[config.mk]
export PLATFORM = sky130hd
export DESIGN_NAME = opus_packet_framing_parser
export DESIGN_NICKNAME = d
export VERILOG_FILES = /design/src/opfp_pkg.sv /design/src/opfp_div.sv /design/src/opfp_ctrl.sv /design/src/opfp_dp.sv /design/src/opus_packet_framing_parser.sv
export SDC_FILE = /design/constraint.sdc
export NUM_CORES = 1
export LEC_CHECK = 0
export ABC_AREA = 1
export BUFFER_PORTS_ARGS = -buffer_cell sky130_fd_sc_hd__buf_2
export CORE_ASPECT_RATIO = 0.75
export CORE_MARGIN = 1
export CORE_UTILIZATION = 50
export DETAILED_ROUTE_END_ITERATION = 12
export PLACE_DENSITY = 0.65
export SLEW_MARGIN = 15
export SYNTH_ARGS = -nofsm -noshare
export SYNTH_HDL_FRONTEND = slang
export SYNTH_SLANG_ARGS = --single-unit
[constraint.sdc]
create_clock -name clk -period 4.5 [get_ports clk]
set_input_delay 0.225 -clock clk [delete_from_list [all_inputs] [get_ports clk]]
set_output_delay 0.225 -clock clk [all_outputs]
set_load 0.05 [all_outputs]
[src/opfp_pkg.sv]
// ----------------------------------------------------------------------------
// opfp_pkg
// Shared types, constants and TOC decode for the Opus packet framing parser.
// ----------------------------------------------------------------------------
package opfp_pkg;

  // Parameter defaults
  localparam int DEF_MAX_FRAMES       = 48;
  localparam int DEF_MAX_FRAME_BYTES  = 1275;
  localparam int DEF_MAX_DURATION     = 5760;
  localparam int DEF_MAX_PACKET_BYTES = 65535;

  // Result status codes
  localparam logic [1:0] ST_OK    = 2'd0;
  localparam logic [1:0] ST_EMPTY = 2'd1;
  localparam logic [1:0] ST_BAD   = 2'd2;

  // TOC frame count codes
  localparam logic [1:0] CODE_ONE   = 2'd0;
  localparam logic [1:0] CODE_EQUAL = 2'd1;
  localparam logic [1:0] CODE_TWO   = 2'd2;
  localparam logic [1:0] CODE_ARB   = 2'd3;

  // Byte values with special meaning
  localparam logic [7:0] SIZE_ESC = 8'd252;  // two-byte frame size from here up
  localparam logic [7:0] PAD_CONT = 8'd255;  // padding run continues
  localparam logic [7:0] PAD_STEP = 8'd254;  // padding added by a continue byte

  // Divider widths
  localparam int DIV_NW = 16;
  localparam int DIV_DW = 6;

  typedef struct packed {
    logic [1:0]  mode;
    logic [2:0]  bw;
    logic [11:0] fs;
  } toc_info_t;

  // Controller to datapath
  typedef struct packed {
    logic take_toc;
    logic take_count;
    logic take_pad;
    logic take_low;
    logic take_size;
    logic size_wide;
    logic div_start;
    logic div_load;
    logic emit_start;
    logic emit_step;
    logic out_fail;
    logic out_empty;
  } cmd_t;

  // Datapath to controller
  typedef struct packed {
    logic       plen_zero;
    logic       plen_big;
    logic       plen_one;
    logic       plen_even;
    logic [1:0] toc_code;
    logic       rem_zero;
    logic       remd_zero;
    logic       cnt_bad;
    logic       byte_pad;
    logic       byte_ff;
    logic       byte_esc;
    logic       pad_fail;
    logic       cb_vbr;
    logic       cb_le1;
    logic       fl_vbr;
    logic       cnt_le1;
    logic       rpad_zero;
    logic       size_fail_n;
    logic       size_fail_w;
    logic       size_done;
    logic       lsz_big;
    logic       div_done;
    logic       div_rem_nz;
    logic       out_free;
    logic       emit_last;
  } sts_t;

  // TOC config field to mode, bandwidth and samples per frame
  function automatic toc_info_t toc_decode(input logic [7:0] toc);
    logic [4:0] cfg;
    toc_info_t  ti;
    cfg = toc[7:3];
    if (cfg < 5'd12) begin
      ti.mode = 2'd0;
      ti.bw   = {1'b0, cfg[3:2]};
      case (cfg[1:0])
        2'd0:    ti.fs = 12'd480;
        2'd1:    ti.fs = 12'd960;
        2'd2:    ti.fs = 12'd1920;
        default: ti.fs = 12'd2880;
      endcase
    end else if (cfg < 5'd16) begin
      ti.mode = 2'd1;
      ti.bw   = cfg[1] ? 3'd4 : 3'd3;
      ti.fs   = cfg[0] ? 12'd960 : 12'd480;
    end else begin
      ti.mode = 2'd2;
      case (cfg[3:2])
        2'd0:    ti.bw = 3'd0;
        2'd1:    ti.bw = 3'd2;
        2'd2:    ti.bw = 3'd3;
        default: ti.bw = 3'd4;
      endcase
      case (cfg[1:0])
        2'd0:    ti.fs = 12'd120;
        2'd1:    ti.fs = 12'd240;
        2'd2:    ti.fs = 12'd480;
        default: ti.fs = 12'd960;
      endcase
    end
    return ti;
  endfunction

endpackage

[src/opfp_div.sv]
// ----------------------------------------------------------------------------
// opfp_div
// Restoring divider, one quotient bit per cycle, for constant frame sizes.
// ----------------------------------------------------------------------------
module opfp_div (
  input  logic                      clk,
  input  logic                      rst,
  input  logic                      start,
  input  logic [opfp_pkg::DIV_NW-1:0] num,
  input  logic [opfp_pkg::DIV_DW-1:0] den,
  output logic                      done,
  output logic [opfp_pkg::DIV_NW-1:0] quo,
  output logic [opfp_pkg::DIV_DW-1:0] rmd
);
  import opfp_pkg::*;

  localparam int CW = $clog2(DIV_NW);

  logic            running;
  logic [CW-1:0]   step;
  logic [DIV_DW:0] part;
  logic [DIV_DW-1:0] dreg;
  logic [DIV_DW:0] trial;
  logic            fits;

  // shift in next dividend bit, subtract if it fits
  assign trial = {part[DIV_DW-1:0], quo[DIV_NW-1]};
  assign fits  = trial >= {1'b0, dreg};
  assign rmd   = part[DIV_DW-1:0];

  always_ff @(posedge clk) begin
    if (rst) begin
      running <= 1'b0;
      done    <= 1'b0;
      step    <= '0;
    end else begin
      done <= 1'b0;
      if (start) begin
        running <= 1'b1;
        step    <= '0;
      end else if (running) begin
        step <= step + CW'(1);
        if (step == CW'(DIV_NW - 1)) begin
          running <= 1'b0;
          done    <= 1'b1;
        end
      end
    end
  end

  always_ff @(posedge clk) begin
    if (start) begin
      part <= '0;
      quo  <= num;
      dreg <= den;
    end else if (running) begin
      part <= fits ? (trial - {1'b0, dreg}) : trial;
      quo  <= {quo[DIV_NW-2:0], fits};
    end
  end

endmodule

[src/opfp_ctrl.sv]
// ----------------------------------------------------------------------------
// opfp_ctrl
// Header parse sequencer: walks TOC, count, padding and size bytes, then
// drives division, size check and descriptor emission, or an empty or error result.
// ----------------------------------------------------------------------------
module opfp_ctrl (
  input  logic           clk,
  input  logic           rst,
  input  logic           in_valid,
  input  logic           first_byte,
  output logic           in_stall,
  input  opfp_pkg::sts_t sts,
  output opfp_pkg::cmd_t cmd
);
  import opfp_pkg::*;

  localparam logic [3:0] S_IDLE  = 4'd0;
  localparam logic [3:0] S_COUNT = 4'd1;
  localparam logic [3:0] S_PAD   = 4'd2;
  localparam logic [3:0] S_SIZE1 = 4'd3;
  localparam logic [3:0] S_SIZE2 = 4'd4;
  localparam logic [3:0] S_DIVST = 4'd5;
  localparam logic [3:0] S_DIV   = 4'd6;
  localparam logic [3:0] S_CHK   = 4'd7;
  localparam logic [3:0] S_RD    = 4'd8;
  localparam logic [3:0] S_EMIT  = 4'd9;
  localparam logic [3:0] S_FAIL  = 4'd10;
  localparam logic [3:0] S_EMPTY = 4'd11;

  logic [3:0] state, state_next;
  logic       byte_st;
  logic       acc;
  logic [3:0] ap_cnt_next;
  logic [3:0] ap_pad_next;
  logic [3:0] sz_n_next;
  logic [3:0] sz_w_next;

  // bytes are taken only while parsing or idle
  assign byte_st  = (state == S_IDLE) || (state == S_COUNT) || (state == S_PAD) ||
                    (state == S_SIZE1) || (state == S_SIZE2);
  assign in_stall = !byte_st;
  assign acc      = in_valid && byte_st;

  // where to go once padding is settled: straight from the count byte
  assign ap_cnt_next = sts.cb_vbr ? (sts.cb_le1 ? S_CHK : (sts.remd_zero ? S_FAIL : S_SIZE1))
                                  : S_DIVST;
  // or from the closing padding byte
  assign ap_pad_next = sts.fl_vbr ? (sts.cnt_le1 ? S_CHK : (sts.rpad_zero ? S_FAIL : S_SIZE1))
                                  : S_DIVST;
  // where to go after a one-byte or a two-byte frame size is taken
  assign sz_n_next = sts.size_fail_n ? S_FAIL :
                     sts.size_done   ? S_CHK  :
                     sts.remd_zero   ? S_FAIL : S_SIZE1;
  assign sz_w_next = sts.size_fail_w ? S_FAIL :
                     sts.size_done   ? S_CHK  :
                     sts.remd_zero   ? S_FAIL : S_SIZE1;

  // next state and commands
  always_comb begin
    state_next = state;
    cmd        = '0;
    case (state)
      S_IDLE, S_COUNT, S_PAD, S_SIZE1, S_SIZE2: begin
        if (acc && first_byte) begin
          cmd.take_toc = 1'b1;
          if (sts.plen_zero) begin
            state_next = S_EMPTY;
          end else if (sts.plen_big) begin
            state_next = S_FAIL;
          end else begin
            case (sts.toc_code)
              CODE_ONE:   state_next = S_CHK;
              CODE_EQUAL: state_next = sts.plen_even ? S_FAIL : S_CHK;
              CODE_TWO:   state_next = sts.plen_one ? S_FAIL : S_SIZE1;
              CODE_ARB:   state_next = sts.plen_one ? S_FAIL : S_COUNT;
              default:    state_next = S_FAIL;
            endcase
          end
        end else if (acc && state != S_IDLE) begin
          if (sts.rem_zero) begin
            state_next = S_FAIL;
          end else begin
            case (state)
              S_COUNT: begin
                cmd.take_count = 1'b1;
                if (sts.cnt_bad)       state_next = S_FAIL;
                else if (sts.byte_pad) state_next = sts.remd_zero ? S_FAIL : S_PAD;
                else                   state_next = ap_cnt_next;
              end
              S_PAD: begin
                cmd.take_pad = 1'b1;
                if (sts.pad_fail)     state_next = S_FAIL;
                else if (sts.byte_ff) state_next = sts.remd_zero ? S_FAIL : S_PAD;
                else                  state_next = ap_pad_next;
              end
              S_SIZE1: begin
                if (!sts.byte_esc) begin
                  cmd.take_size = 1'b1;
                  state_next    = sz_n_next;
                end else begin
                  cmd.take_low = 1'b1;
                  state_next   = sts.remd_zero ? S_FAIL : S_SIZE2;
                end
              end
              default: begin
                cmd.take_size = 1'b1;
                cmd.size_wide = 1'b1;
                state_next    = sz_w_next;
              end
            endcase
          end
        end
      end
      S_DIVST: begin
        cmd.div_start = 1'b1;
        state_next    = S_DIV;
      end
      S_DIV: begin
        if (sts.div_done) begin
          cmd.div_load = 1'b1;
          state_next   = sts.div_rem_nz ? S_FAIL : S_CHK;
        end
      end
      S_CHK: begin
        if (sts.lsz_big) begin
          state_next = S_FAIL;
        end else begin
          cmd.emit_start = 1'b1;
          state_next     = S_RD;
        end
      end
      S_RD: begin
        state_next = S_EMIT;
      end
      S_EMIT: begin
        if (sts.out_free) begin
          cmd.emit_step = 1'b1;
          state_next    = sts.emit_last ? S_IDLE : S_RD;
        end
      end
      S_FAIL: begin
        if (sts.out_free) begin
          cmd.out_fail = 1'b1;
          state_next   = S_IDLE;
        end
      end
      S_EMPTY: begin
        if (sts.out_free) begin
          cmd.out_empty = 1'b1;
          state_next    = S_IDLE;
        end
      end
      default: begin
        state_next = S_IDLE;
      end
    endcase
  end

  always_ff @(posedge clk) begin
    if (rst) begin
      state <= S_IDLE;
    end else begin
      state <= state_next;
    end
  end

endmodule

[src/opfp_dp.sv]
// ----------------------------------------------------------------------------
// opfp_dp
// Header registers, frame size memory, divider and the output register.
// ----------------------------------------------------------------------------
module opfp_dp #(
  parameter int MAX_FRAMES       = opfp_pkg::DEF_MAX_FRAMES,
  parameter int MAX_FRAME_BYTES  = opfp_pkg::DEF_MAX_FRAME_BYTES,
  parameter int MAX_DURATION     = opfp_pkg::DEF_MAX_DURATION,
  parameter int MAX_PACKET_BYTES = opfp_pkg::DEF_MAX_PACKET_BYTES
) (
  input  logic           clk,
  input  logic           rst,
  input  logic [7:0]     data_byte,
  input  logic [15:0]    packet_length,
  input  opfp_pkg::cmd_t cmd,
  output opfp_pkg::sts_t sts,
  input  logic           out_stall,
  output logic           out_valid,
  output logic [1:0]     status,
  output logic [1:0]     mode,
  output logic [2:0]     bandwidth,
  output logic           stereo,
  output logic [11:0]    samples_per_frame,
  output logic [1:0]     frame_code,
  output logic [5:0]     frame_count,
  output logic [5:0]     frame_index,
  output logic [10:0]    frame_size,
  output logic [15:0]    frame_offset,
  output logic [15:0]    padding_bytes,
  output logic           last
);
  import opfp_pkg::*;

  localparam int IW = (MAX_FRAMES > 2) ? $clog2(MAX_FRAMES) : 1;

  // header state
  logic [7:0]  toc;
  logic [15:0] rem;
  logic [15:0] hdr;
  logic [5:0]  cnt;
  logic [1:0]  flags;   // bit 0 padding, bit 1 variable sizes
  logic [15:0] pad;
  logic [7:0]  low;
  logic [5:0]  sidx;
  logic [15:0] last_acc;
  logic [15:0] lsz;
  logic        cbr;
  logic [5:0]  idx;
  logic [15:0] off;

  logic [10:0] mem [MAX_FRAMES];
  logic [10:0] mem_q;

  toc_info_t   ti;
  logic [15:0] plen_m1;
  logic [15:0] remd;
  logic [5:0]  cb;
  logic [17:0] dur;
  logic [7:0]  padd;
  logic [16:0] acc17;
  logic [15:0] r_pad;
  logic [10:0] sz_w;
  logic [16:0] szn_n;
  logic [16:0] szn_w;
  logic [10:0] sz;
  logic [16:0] szn;
  logic [15:0] new_last;
  logic [10:0] esz;
  logic        emit_last;
  logic        out_free;

  logic              div_done;
  logic [DIV_NW-1:0] div_q;
  logic [DIV_DW-1:0] div_r;

  opfp_div u_div (
    .clk   (clk),
    .rst   (rst),
    .start (cmd.div_start),
    .num   (rem),
    .den   (cnt),
    .done  (div_done),
    .quo   (div_q),
    .rmd   (div_r)
  );

  // byte arithmetic
  assign ti       = toc_decode(toc);
  assign plen_m1  = packet_length - 16'd1;
  assign remd     = rem - 16'd1;
  assign cb       = data_byte[5:0];
  assign dur      = 18'(ti.fs) * 18'(cb);
  assign padd     = (data_byte == PAD_CONT) ? PAD_STEP : data_byte;
  assign acc17    = {1'b0, pad} + 17'(padd);
  assign r_pad    = remd - acc17[15:0];
  assign sz_w     = {1'b0, data_byte, 2'b00} + 11'(low);
  assign szn_n    = 17'(data_byte) + 17'd1;
  assign szn_w    = 17'(sz_w) + 17'd2;
  assign sz       = cmd.size_wide ? sz_w : 11'(data_byte);
  assign szn      = cmd.size_wide ? szn_w : szn_n;
  assign new_last = last_acc - szn[15:0];
  assign emit_last = ({1'b0, idx} + 7'd1) == {1'b0, cnt};
  assign esz      = (cbr || emit_last) ? lsz[10:0] : mem_q;
  assign out_free = !out_valid || !out_stall;

  // status to the controller
  always_comb begin
    sts.plen_zero   = packet_length == 16'd0;
    sts.plen_big    = {1'b0, packet_length} > 17'(MAX_PACKET_BYTES);
    sts.plen_one    = packet_length == 16'd1;
    sts.plen_even   = !packet_length[0];
    sts.toc_code    = data_byte[1:0];
    sts.rem_zero    = rem == 16'd0;
    sts.remd_zero   = remd == 16'd0;
    sts.cnt_bad     = (cb == 6'd0) || ({1'b0, cb} > 7'(MAX_FRAMES)) ||
                      (dur > 18'(MAX_DURATION));
    sts.byte_pad    = data_byte[6];
    sts.byte_ff     = data_byte == PAD_CONT;
    sts.byte_esc    = data_byte >= SIZE_ESC;
    sts.pad_fail    = acc17 > {1'b0, remd};
    sts.cb_vbr      = data_byte[7];
    sts.cb_le1      = cb <= 6'd1;
    sts.fl_vbr      = flags[1];
    sts.cnt_le1     = cnt <= 6'd1;
    sts.rpad_zero   = r_pad == 16'd0;
    sts.size_fail_n = (16'(data_byte) > remd) || (11'(data_byte) > 11'(MAX_FRAME_BYTES)) ||
                      (szn_n > {1'b0, last_acc});
    sts.size_fail_w = (16'(sz_w) > remd) || (sz_w > 11'(MAX_FRAME_BYTES)) ||
                      (szn_w > {1'b0, last_acc});
    sts.size_done   = ({1'b0, sidx} + 7'd2) >= {1'b0, cnt};
    sts.lsz_big     = lsz > 16'(MAX_FRAME_BYTES);
    sts.div_done    = div_done;
    sts.div_rem_nz  = div_r != '0;
    sts.out_free    = out_free;
    sts.emit_last   = emit_last;
  end

  // header registers
  always_ff @(posedge clk) begin
    if (cmd.take_toc) begin
      toc      <= data_byte;
      rem      <= plen_m1;
      hdr      <= 16'd1;
      pad      <= '0;
      flags    <= (data_byte[1:0] == CODE_TWO) ? 2'b10 : 2'b00;
      sidx     <= '0;
      last_acc <= plen_m1;
      cbr      <= data_byte[1:0] != CODE_TWO;
      lsz      <= (data_byte[1:0] == CODE_EQUAL) ? {1'b0, plen_m1[15:1]} : plen_m1;
      case (data_byte[1:0])
        CODE_ONE: cnt <= 6'd1;
        CODE_ARB: cnt <= 6'd0;
        default:  cnt <= 6'd2;
      endcase
    end
    if (cmd.take_count) begin
      hdr      <= hdr + 16'd1;
      rem      <= remd;
      cnt      <= cb;
      flags    <= {data_byte[7], data_byte[6]};
      last_acc <= remd;
      lsz      <= remd;
      sidx     <= '0;
      cbr      <= !data_byte[7];
    end
    if (cmd.take_pad) begin
      hdr      <= hdr + 16'd1;
      pad      <= acc17[15:0];
      rem      <= (data_byte == PAD_CONT) ? remd : r_pad;
      last_acc <= r_pad;
      lsz      <= r_pad;
      sidx     <= '0;
      cbr      <= !flags[1];
    end
    if (cmd.take_low) begin
      hdr <= hdr + 16'd1;
      rem <= remd;
      low <= data_byte;
    end
    if (cmd.take_size) begin
      hdr      <= hdr + 16'd1;
      rem      <= remd;
      last_acc <= new_last;
      lsz      <= new_last;
      sidx     <= sidx + 6'd1;
      cbr      <= 1'b0;
    end
    if (cmd.div_load) begin
      lsz <= div_q;
    end
    if (cmd.emit_start) begin
      idx <= '0;
      off <= hdr;
    end
    if (cmd.emit_step) begin
      idx <= idx + 6'd1;
      off <= off + 16'(esz);
    end
  end

  // frame size memory
  always_ff @(posedge clk) begin
    if (cmd.take_size) begin
      mem[sidx[IW-1:0]] <= sz;
    end
    mem_q <= mem[idx[IW-1:0]];
  end

  // output register
  always_ff @(posedge clk) begin
    if (rst) begin
      out_valid <= 1'b0;
    end else if (cmd.out_fail || cmd.out_empty || cmd.emit_step) begin
      out_valid <= 1'b1;
    end else if (!out_stall) begin
      out_valid <= 1'b0;
    end
  end

  always_ff @(posedge clk) begin
    if (cmd.out_empty) begin
      status            <= ST_EMPTY;
      mode              <= '0;
      bandwidth         <= '0;
      stereo            <= 1'b0;
      samples_per_frame <= '0;
      frame_code        <= '0;
      frame_count       <= '0;
      frame_index       <= '0;
      frame_size        <= '0;
      frame_offset      <= '0;
      padding_bytes     <= '0;
      last              <= 1'b1;
    end else if (cmd.out_fail) begin
      status            <= ST_BAD;
      mode              <= ti.mode;
      bandwidth         <= ti.bw;
      stereo            <= toc[2];
      samples_per_frame <= ti.fs;
      frame_code        <= toc[1:0];
      frame_count       <= '0;
      frame_index       <= '0;
      frame_size        <= '0;
      frame_offset      <= '0;
      padding_bytes     <= '0;
      last              <= 1'b1;
    end else if (cmd.emit_step) begin
      status            <= ST_OK;
      mode              <= ti.mode;
      bandwidth         <= ti.bw;
      stereo            <= toc[2];
      samples_per_frame <= ti.fs;
      frame_code        <= toc[1:0];
      frame_count       <= cnt;
      frame_index       <= idx;
      frame_size        <= esz;
      frame_offset      <= off;
      padding_bytes     <= pad;
      last              <= emit_last;
    end
  end

endmodule

[src/opus_packet_framing_parser.sv]
// ----------------------------------------------------------------------------
// opus_packet_framing_parser
// Opus TOC and frame length parser producing one descriptor per frame.
// ----------------------------------------------------------------------------
// Packet bytes are taken one per cycle while the header is parsed and while
// payload bytes stream past. When the header is complete the input is stalled
// while results go out: an empty or malformed packet gives its single result
// once the output register is free; a valid packet passes the size check and
// then, for each descriptor, the registered read of the frame size memory
// feeding the output register. A code 3 packet with constant sizes first runs
// the restoring divider. Bytes with no first_byte mark outside a header are
// swallowed without result.
// ----------------------------------------------------------------------------
module opus_packet_framing_parser #(
  parameter int MAX_FRAMES       = opfp_pkg::DEF_MAX_FRAMES,
  parameter int MAX_FRAME_BYTES  = opfp_pkg::DEF_MAX_FRAME_BYTES,
  parameter int MAX_DURATION     = opfp_pkg::DEF_MAX_DURATION,
  parameter int MAX_PACKET_BYTES = opfp_pkg::DEF_MAX_PACKET_BYTES
) (
  input  logic        clk,
  input  logic        rst,
  input  logic        in_valid,
  output logic        in_stall,
  input  logic [7:0]  data_byte,
  input  logic [15:0] packet_length,
  input  logic        first_byte,
  output logic        out_valid,
  input  logic        out_stall,
  output logic [1:0]  status,
  output logic [1:0]  mode,
  output logic [2:0]  bandwidth,
  output logic        stereo,
  output logic [11:0] samples_per_frame,
  output logic [1:0]  frame_code,
  output logic [5:0]  frame_count,
  output logic [5:0]  frame_index,
  output logic [10:0] frame_size,
  output logic [15:0] frame_offset,
  output logic [15:0] padding_bytes,
  output logic        last
);
  import opfp_pkg::*;

  cmd_t cmd;
  sts_t sts;

  opfp_ctrl u_ctrl (
    .clk        (clk),
    .rst        (rst),
    .in_valid   (in_valid),
    .first_byte (first_byte),
    .in_stall   (in_stall),
    .sts        (sts),
    .cmd        (cmd)
  );

  opfp_dp #(
    .MAX_FRAMES       (MAX_FRAMES),
    .MAX_FRAME_BYTES  (MAX_FRAME_BYTES),
    .MAX_DURATION     (MAX_DURATION),
    .MAX_PACKET_BYTES (MAX_PACKET_BYTES)
  ) u_dp (
    .clk               (clk),
    .rst               (rst),
    .data_byte         (data_byte),
    .packet_length     (packet_length),
    .cmd               (cmd),
    .sts               (sts),
    .out_stall         (out_stall),
    .out_valid         (out_valid),
    .status            (status),
    .mode              (mode),
    .bandwidth         (bandwidth),
    .stereo            (stereo),
    .samples_per_frame (samples_per_frame),
    .frame_code        (frame_code),
    .frame_count       (frame_count),
    .frame_index       (frame_index),
    .frame_size        (frame_size),
    .frame_offset      (frame_offset),
    .padding_bytes     (padding_bytes),
    .last              (last)
  );

  // error and empty results always close the packet
  a_err_last: assert property (@(posedge clk) disable iff (rst)
    out_valid && status != ST_OK |-> last)
    else $error("error result without last");

  // last marks exactly the final frame
  a_ok_last: assert property (@(posedge clk) disable iff (rst)
    out_valid && status == ST_OK |-> last == ((frame_index + 6'd1) == frame_count))
    else $error("last flag disagrees with frame index");

  // no byte is taken while a result is being produced
  a_busy_stall: assert property (@(posedge clk) disable iff (rst)
    cmd.emit_step || cmd.out_fail || cmd.out_empty |-> in_stall)
    else $error("input taken during result output");

  // a reserved status code never leaves
  a_status: assert property (@(posedge clk) disable iff (rst)
    out_valid |-> status == ST_OK || status == ST_EMPTY || status == ST_BAD)
    else $error("bad status code");

endmodule
==> results of run 1 <==
[placed cells by master (no fill, tap or decap), drive strengths merged, types with 66 or more instances in the layout]
cell type | synthesis | final
o221ai | 112 | 112
a21oi | 323 | 323
dfxtp | 104 | 104
nor2 | 452 | 452
inv | 375 | 381
ha | 162 | 162
clkbuf | 142 | 114
edfxtp | 681 | 681
buf | 33 | 450
nand2 | 658 | 658
nand3 | 145 | 145
o21ai | 358 | 358
xor2 | 66 | 66
[flip-flops by register name, summed over array words and instances (netlist names), 8 cells and up]
name / cells
u_dp.low: 8
u_dp.off: 16
u_dp.lsz: 16
u_dp.last_acc: 16
u_dp.samples_per_frame: 9
u_dp.mem_q: 11
u_dp.pad: 16
u_dp.u_div.quo: 16
u_dp.padding_bytes: 16
u_dp.rem: 16
u_dp.toc: 8
u_dp.frame_size: 11
u_dp.hdr: 16
u_dp.mem: 528
u_dp.frame_offset: 16
[power by group]
group	switching [mW]	total, mW	internal [mW]
Clock	2.87	6.66	3.80
Combinational	6.26	9.52	3.26
Sequential	0.433	9.47	9.04
[through the flow]
stage | setup TNS (ns) | std cells | hold slack [ns] | util, %
3_5_place_dp | -2.15 | 5211 | 0.437 | 55.9
2_1_floorplan | 0 | 3932 | 0.287 | -
6_report | -1.28 | 5394 | 0.0639 | 60.0
5_1_grt | -2.84 | 5393 | 0.0270 | 60.0
3_3_place_gp | -1.57 | 5211 | 0.432 | 55.9
4_1_cts | -1.09 | 5367 | 0.0107 | 59.4
[logic make-up (layout without fill, tap and decap cells)]
family / count (synthesis) / count (layout) / share of synthesized area, %
multiplexers: 3 / 3 / 0.0855
buffers and inverters: 557 / 983 / 5.43
AND/OR/NAND/NOR: 1353 / 1353 / 14.5
flip-flops: 785 / 785 / 57.0
XOR/XNOR: 83 / 83 / 2.03
AO/OA/AOI/OAI: 949 / 949 / 14.0
adder cells (fa/ha/maj): 197 / 197 / 6.90
other: 2 / 6 / 0.0190
[per-layer routing]
| metal | part of all wire (%) | routed length [um] | up-vias |
|---|---|---|---|
| met1 | 46 | 55200 | 15046 |
| met5 | 0.023 | 27 | - |
| met3 | 11 | 13200 | 156 |
| met4 | 1.8 | 2200 | 4 |
| met2 | 41 | 49100 | 1382 |
| li1 | - | - | 14558 |
[timing repair]
item / 4_1_cts / 5_1_grt
resized for setup: 20 / 64
pin swaps: 19 / 41
hold endpoints to repair: 11 / 0
setup endpoints to repair: 5 / 26
hold buffers: 5 / 0
gates cloned: 0 / 0
setup buffers: 5 / 26
[cell type report]
cell class              instances  area, um2  area share (%)
clock buffers                 114       2240            4.83
repair buffers                455       3230            6.95
flip-flops and latches        785      22500            48.5
well taps                    1035       1290            2.79
diodes                          1       2.50         0.00538
clock inverters                32        350           0.754
inverters                     382       1450            3.12
multi-input cells            2590      15400            33.1
[worst register-to-register path, delay by kind of cell (launching register included)]
family	cells	cell delay [ns]
fa+ha+maj	4	1.83
buf+inv	5	0.29
xor+xnor	1	0.12
flops	1	0.40
compound gates	2	0.19
simple gates	22	1.96
[path summary, 6_finish.rpt]
kind | depth (start not counted) | slack, ns | end | from
hold reg to reg | 0 | 0.45 | u_dp.u_div.dreg[5]$_DFFE_PP_ | u_dp.cnt[5]$_SDFFCE_PN0P_
setup / recovery | 34 | -0.34 | u_ctrl.state[0]$_SDFFE_PP0P_ | u_dp.toc[6]$_DFFE_PP_
setup reg to reg | 34 | -0.34 | u_ctrl.state[0]$_SDFFE_PP0P_ | u_dp.toc[6]$_DFFE_PP_
hold / removal | 2 | 0.06 | u_dp.toc[6]$_DFFE_PP_ | data_byte[6]
==> metrics, run 1 <==
die area=80200 um2; CP Max Fanout=6; Power Total=25.7 mW; post-synth cell types=67; Chip Height=245 um; via count=31146; clk_lat worst skew=0.65 ns; Worst setup EP type=flop; Setup crit start kind=flop; Slew headroom=26.5%; Final Cycle Share=108%; max-cap viol count=0; remaining antenna violation count after routing=0; pwr dens=552 nW/um2; Iter 0 DRT Violations=3482; Highest Clock Rate=0.206 GHz; post-synth top area share=51.8%; placed cell area=43300 um2; async set or reset register ratio after synthesis=0%; CP Data Required Time=5.09 ns; met2 Track Usage GR=40.9%; max-slew violation count=0; Final Skew=0.0296 ns; maximum clock path buffer count=3; Post-synth EDFFs=681; peak supply drop=0.383 mV; outcome=finished, violations left; CP Buf/Inv Count=5; met1 usage=46.2%; Setup violations, final=4; CTS buffer count=79; delay-heaviest family, CP=simple AND/OR/NAND/NOR gates; Port Buf Inserts=105; final worst slack=-0.343 ns; CTS tree=built; grt met3 use=7.09%; slowest CP cell=fa_1; layout cells sized above 1=17.1%; global route hottest layer=met1; fillcell total=6616; Mapped Area=39500 um2; largest net degree at the start of global routing=135; CP most frequent cell=nand2_1; final instance area=46500 um2; critical path class=reg -> reg; minimum clock period=4.84 ns; Seq/Total Area, Yosys=57.0%; Worst EP arrival=5.44 ns; Rows=88; Worst path max stage delay=0.55 ns; Mean Syn Cell Area=10.1 um2; HPWL after DPL=82.8 mm; Synth Register Bits=785; GP Congestion=1.03; Initial Util=51.0%; first-pass GRT wire length=179 mm; clk slew on worst S/H paths=0.07 ns; vias per cell=5.77; Max H-tree Level=3; Avg WL per Cell=22.2 um; # IOs=109; Ys Warns=0; most frequent cell after synthesis=edfxtp_1; Pre-Repair DR Iteration Count=6; Synth Instances=3929; failing checks=setup timing; most frequent cells after synthesis=edfxtp_1 (681), nand2_1 (639), nor2_1 (439), inv_1 (367), o21ai_0 (338); P_leak=18.5 nW; CTS root buf=clkbuf_16; Synth area leader=edfxtp_1; area delta synth->final=17.7%; Remaining DRCs=0; GRT Residual Overflow=0; GRT Util Overall=29.5%; fin nets=4519; CTS sink count=785; Core Footprint=77500 um2; final hold violation count=0; top cells by area, synth=edfxtp_1 (52%), nand2_1 (6.1%), dfxtp_1 (5.3%); Main synth FF type=edfxtp_1; worst min path class=in -> reg; RSZ-0062 raised after global routing=yes; Least-Margin Pin Slew=1.10 ns; post-placement worst setup slack=-0.455 ns; WL final=120 mm; initial antenna violation count=3; vias in the first global route=28774; chip width=327 um
No activity file was read; power rests on OpenSTA's default activity.
==> run 2, diff against run 1 <==
--- a/config.mk
+++ b/config.mk
@@ -12,6 +12,7 @@
 export CORE_UTILIZATION = 50
 export DETAILED_ROUTE_END_ITERATION = 12
 export PLACE_DENSITY = 0.65
+export SKIP_CTS_REPAIR_TIMING = 1
 export SLEW_MARGIN = 15
 export SYNTH_ARGS = -nofsm -noshare
 export SYNTH_HDL_FRONTEND = slang
==> run 2 against run 1 <==
  * The flow still finishes with violations (setup timing)
  * Clock skew is 0.0016 ns higher
  * Critical endpoint is now u_ctrl.state[2]$_SDFFE_PP0P_
  * Register-to-register slack lost 0.03 ns
  * Critical path depth shrank 1
  * Largest cell class unchanged
  * Sequential power about the same
  * Flip-flop and latch count is the same
  * Wire length shrank 0.12%
  * Final cell count fell by 0.13%
  * Clock power about the same
  * Maximum frequency is 0.60% lower
  * Worst hold slack worse by 0.044 ns
==> metrics, run 2 (same netlist as run 1, synthesis figures left out) <==
fillcell total=6619; layout cells sized above 1=17.0%; delay-heaviest family, CP=simple AND/OR/NAND/NOR gates; Rows=88; maximum clock path buffer count=3; most common cell after layout, fill and taps aside=edfxtp_1; Highest Clock Rate=0.205 GHz; die area=80200 um2; initial antenna violation count=3; CTS buffer count=79; CP Buf/Inv Count=6; outcome=finished, violations left; minimum clock period=4.87 ns; pwr dens=552 nW/um2; Port Buf Inserts=105; vias in the first global route=28717; Avg WL per Cell=22.2 um; final worst slack=-0.372 ns; Clock power frac=26.0%; GRT Util Overall=29.4%; HPWL after DPL=82.8 mm; Worst setup EP type=flop; Chip Height=245 um; CP startpoint=u_dp.toc[7]$_DFFE_PP_; flop2flop setup slack=-0.37 ns; first-pass GRT wire length=179 mm; CP Data Required Time=5.09 ns; Final Cycle Share=108%; Worst path max stage delay=0.55 ns; remaining antenna violation count after routing=0; CP most frequent cell=nand2_1; Setup violations, final=4; worst r2r src=u_dp.toc[7]$_DFFE_PP_; Least-Margin Pin Slew=1.09 ns; Comb pwr share=37.1%; most frequent cells in the layout=edfxtp_1 (681), nand2_1 (623), nor2_1 (416); fin nets=4513; Slew headroom=26.8%; CTS root buf=clkbuf_16; Net Sw Power=9.55 mW; Power Total=25.6 mW; Core Footprint=77500 um2; Final Skew=0.0312 ns; chip width=327 um; Crit path depth=33; clk_lat worst skew=0.66 ns; critical path class=reg -> reg; Worst EP arrival=5.46 ns; WL final=120 mm; clk slew on worst S/H paths=0.07 ns; CTS sink count=785; P_leak=18.5 nW; # IOs=109; worst min path class=in -> reg; worst r2r path cells=33; CTS tree=built; TNS Setup=-1.37 ns; peak supply drop=0.384 mV; Max H-tree Level=3; failing checks=setup timing; GP Congestion=1.03; Pre-Repair DR Iteration Count=6; worst r2r dst=u_ctrl.state[2]$_SDFFE_PP0P_; Pint=16.1 mW; register share of total power=37.0%; area delta synth->final=17.5%; max-cap viol count=0; Setup crit start kind=flop; final hold violation count=0; slowest CP cell=fa_1; Iter 0 DRT Violations=3635; antenna fix cells=0; CP Max Fanout=6; via count=31160; max-slew violation count=0; RSZ-0062 raised after global routing=yes; largest net degree at the start of global routing=135; Remaining DRCs=0; number of flip-flops in the largest register=528; Switching Share=37.3%; GRT Residual Overflow=0; crit path to=u_ctrl.state[2]$_SDFFE_PP0P_; Initial Util=51.0%; vias per cell=5.78
## run 2: final cells by class
class	instances	area, um2	share of cell area [%]
clock buffers	114	2240	4.83
clock inverters	32	350	0.755
flip-flops and latches	785	22500	48.5
multi-input cells	2590	15400	33.1
inverters	382	1450	3.13
repair buffers	449	3190	6.88
well taps	1035	1290	2.79
## run 2: power groups by stage
stage	registers [mW]	logic, mW	clock network [mW]
2_1_floorplan	10.4	4.78	0
3_3_place_gp	9.60	8.91	0
3_5_place_dp	9.60	9.00	0
4_1_cts	9.46	9.04	6.74
5_1_grt	9.54	10.3	7.02
6_report	9.48	9.50	6.67
## run 2: worst min-delay path by stage
| stage | start | end | slack, ns | cells after the start |
|---|---|---|---|---|
| finish | data_byte[2] | u_dp.toc[2]$_DFFE_PP_ | 0.02 | 2 |
| global route | data_byte[2] | u_dp.toc[2]$_DFFE_PP_ | 0.01 | 2 |
| CTS | rst | u_ctrl.state[0]$_SDFFE_PP0P_ | -0.06 | 2 |
| detailed placement | u_dp.cnt[5]$_SDFFCE_PN0P_ | u_dp.u_div.dreg[5]$_DFFE_PP_ | 0.44 | 0 |
| global placement | u_dp.cnt[4]$_SDFFCE_PN0P_ | u_dp.u_div.dreg[4]$_DFFE_PP_ | 0.43 | 0 |
| floorplan | rst | u_ctrl.state[0]$_SDFFE_PP0P_ | 0.29 | 1 |
## run 2: stage by stage
stage / hold slack [ns] / utilization (%) / std cells / area, um2 / setup slack (ns)
6_report: 0.0204 / 59.9 / 5387 / 46400 / -0.372
3_3_place_gp: 0.432 / 55.9 / 5211 / 43300 / -0.387
5_1_grt: 0.0101 / 59.9 / 5387 / 46400 / -0.711
2_1_floorplan: 0.287 / - / 3932 / 39600 / 0.00768
4_1_cts: -0.0590 / 59.2 / 5357 / 45900 / -0.478
3_5_place_dp: 0.437 / 55.9 / 5211 / 43300 / -0.455
## run 2: worst register-to-register path: cells and delay by family (launching register included)
family,cells,cell delay [ns]
AND/OR/NAND/NOR,21,1.89
adder cells (fa/ha/maj),4,1.75
flip-flops,1,0.52
buffers and inverters,6,0.43
AO/OA/AOI/OAI,1,0.15
XOR/XNOR,1,0.07
## run 2: metal layers
| layer | global-route usage (%) | wire, um |
|---|---|---|
| met3 | 7.09 | 13200 |
| met4 | 6.25 | 2120 |
| met2 | 40.7 | 49100 |
| met5 | 0 | 27 |
| met1 | 46.2 | 55100 |
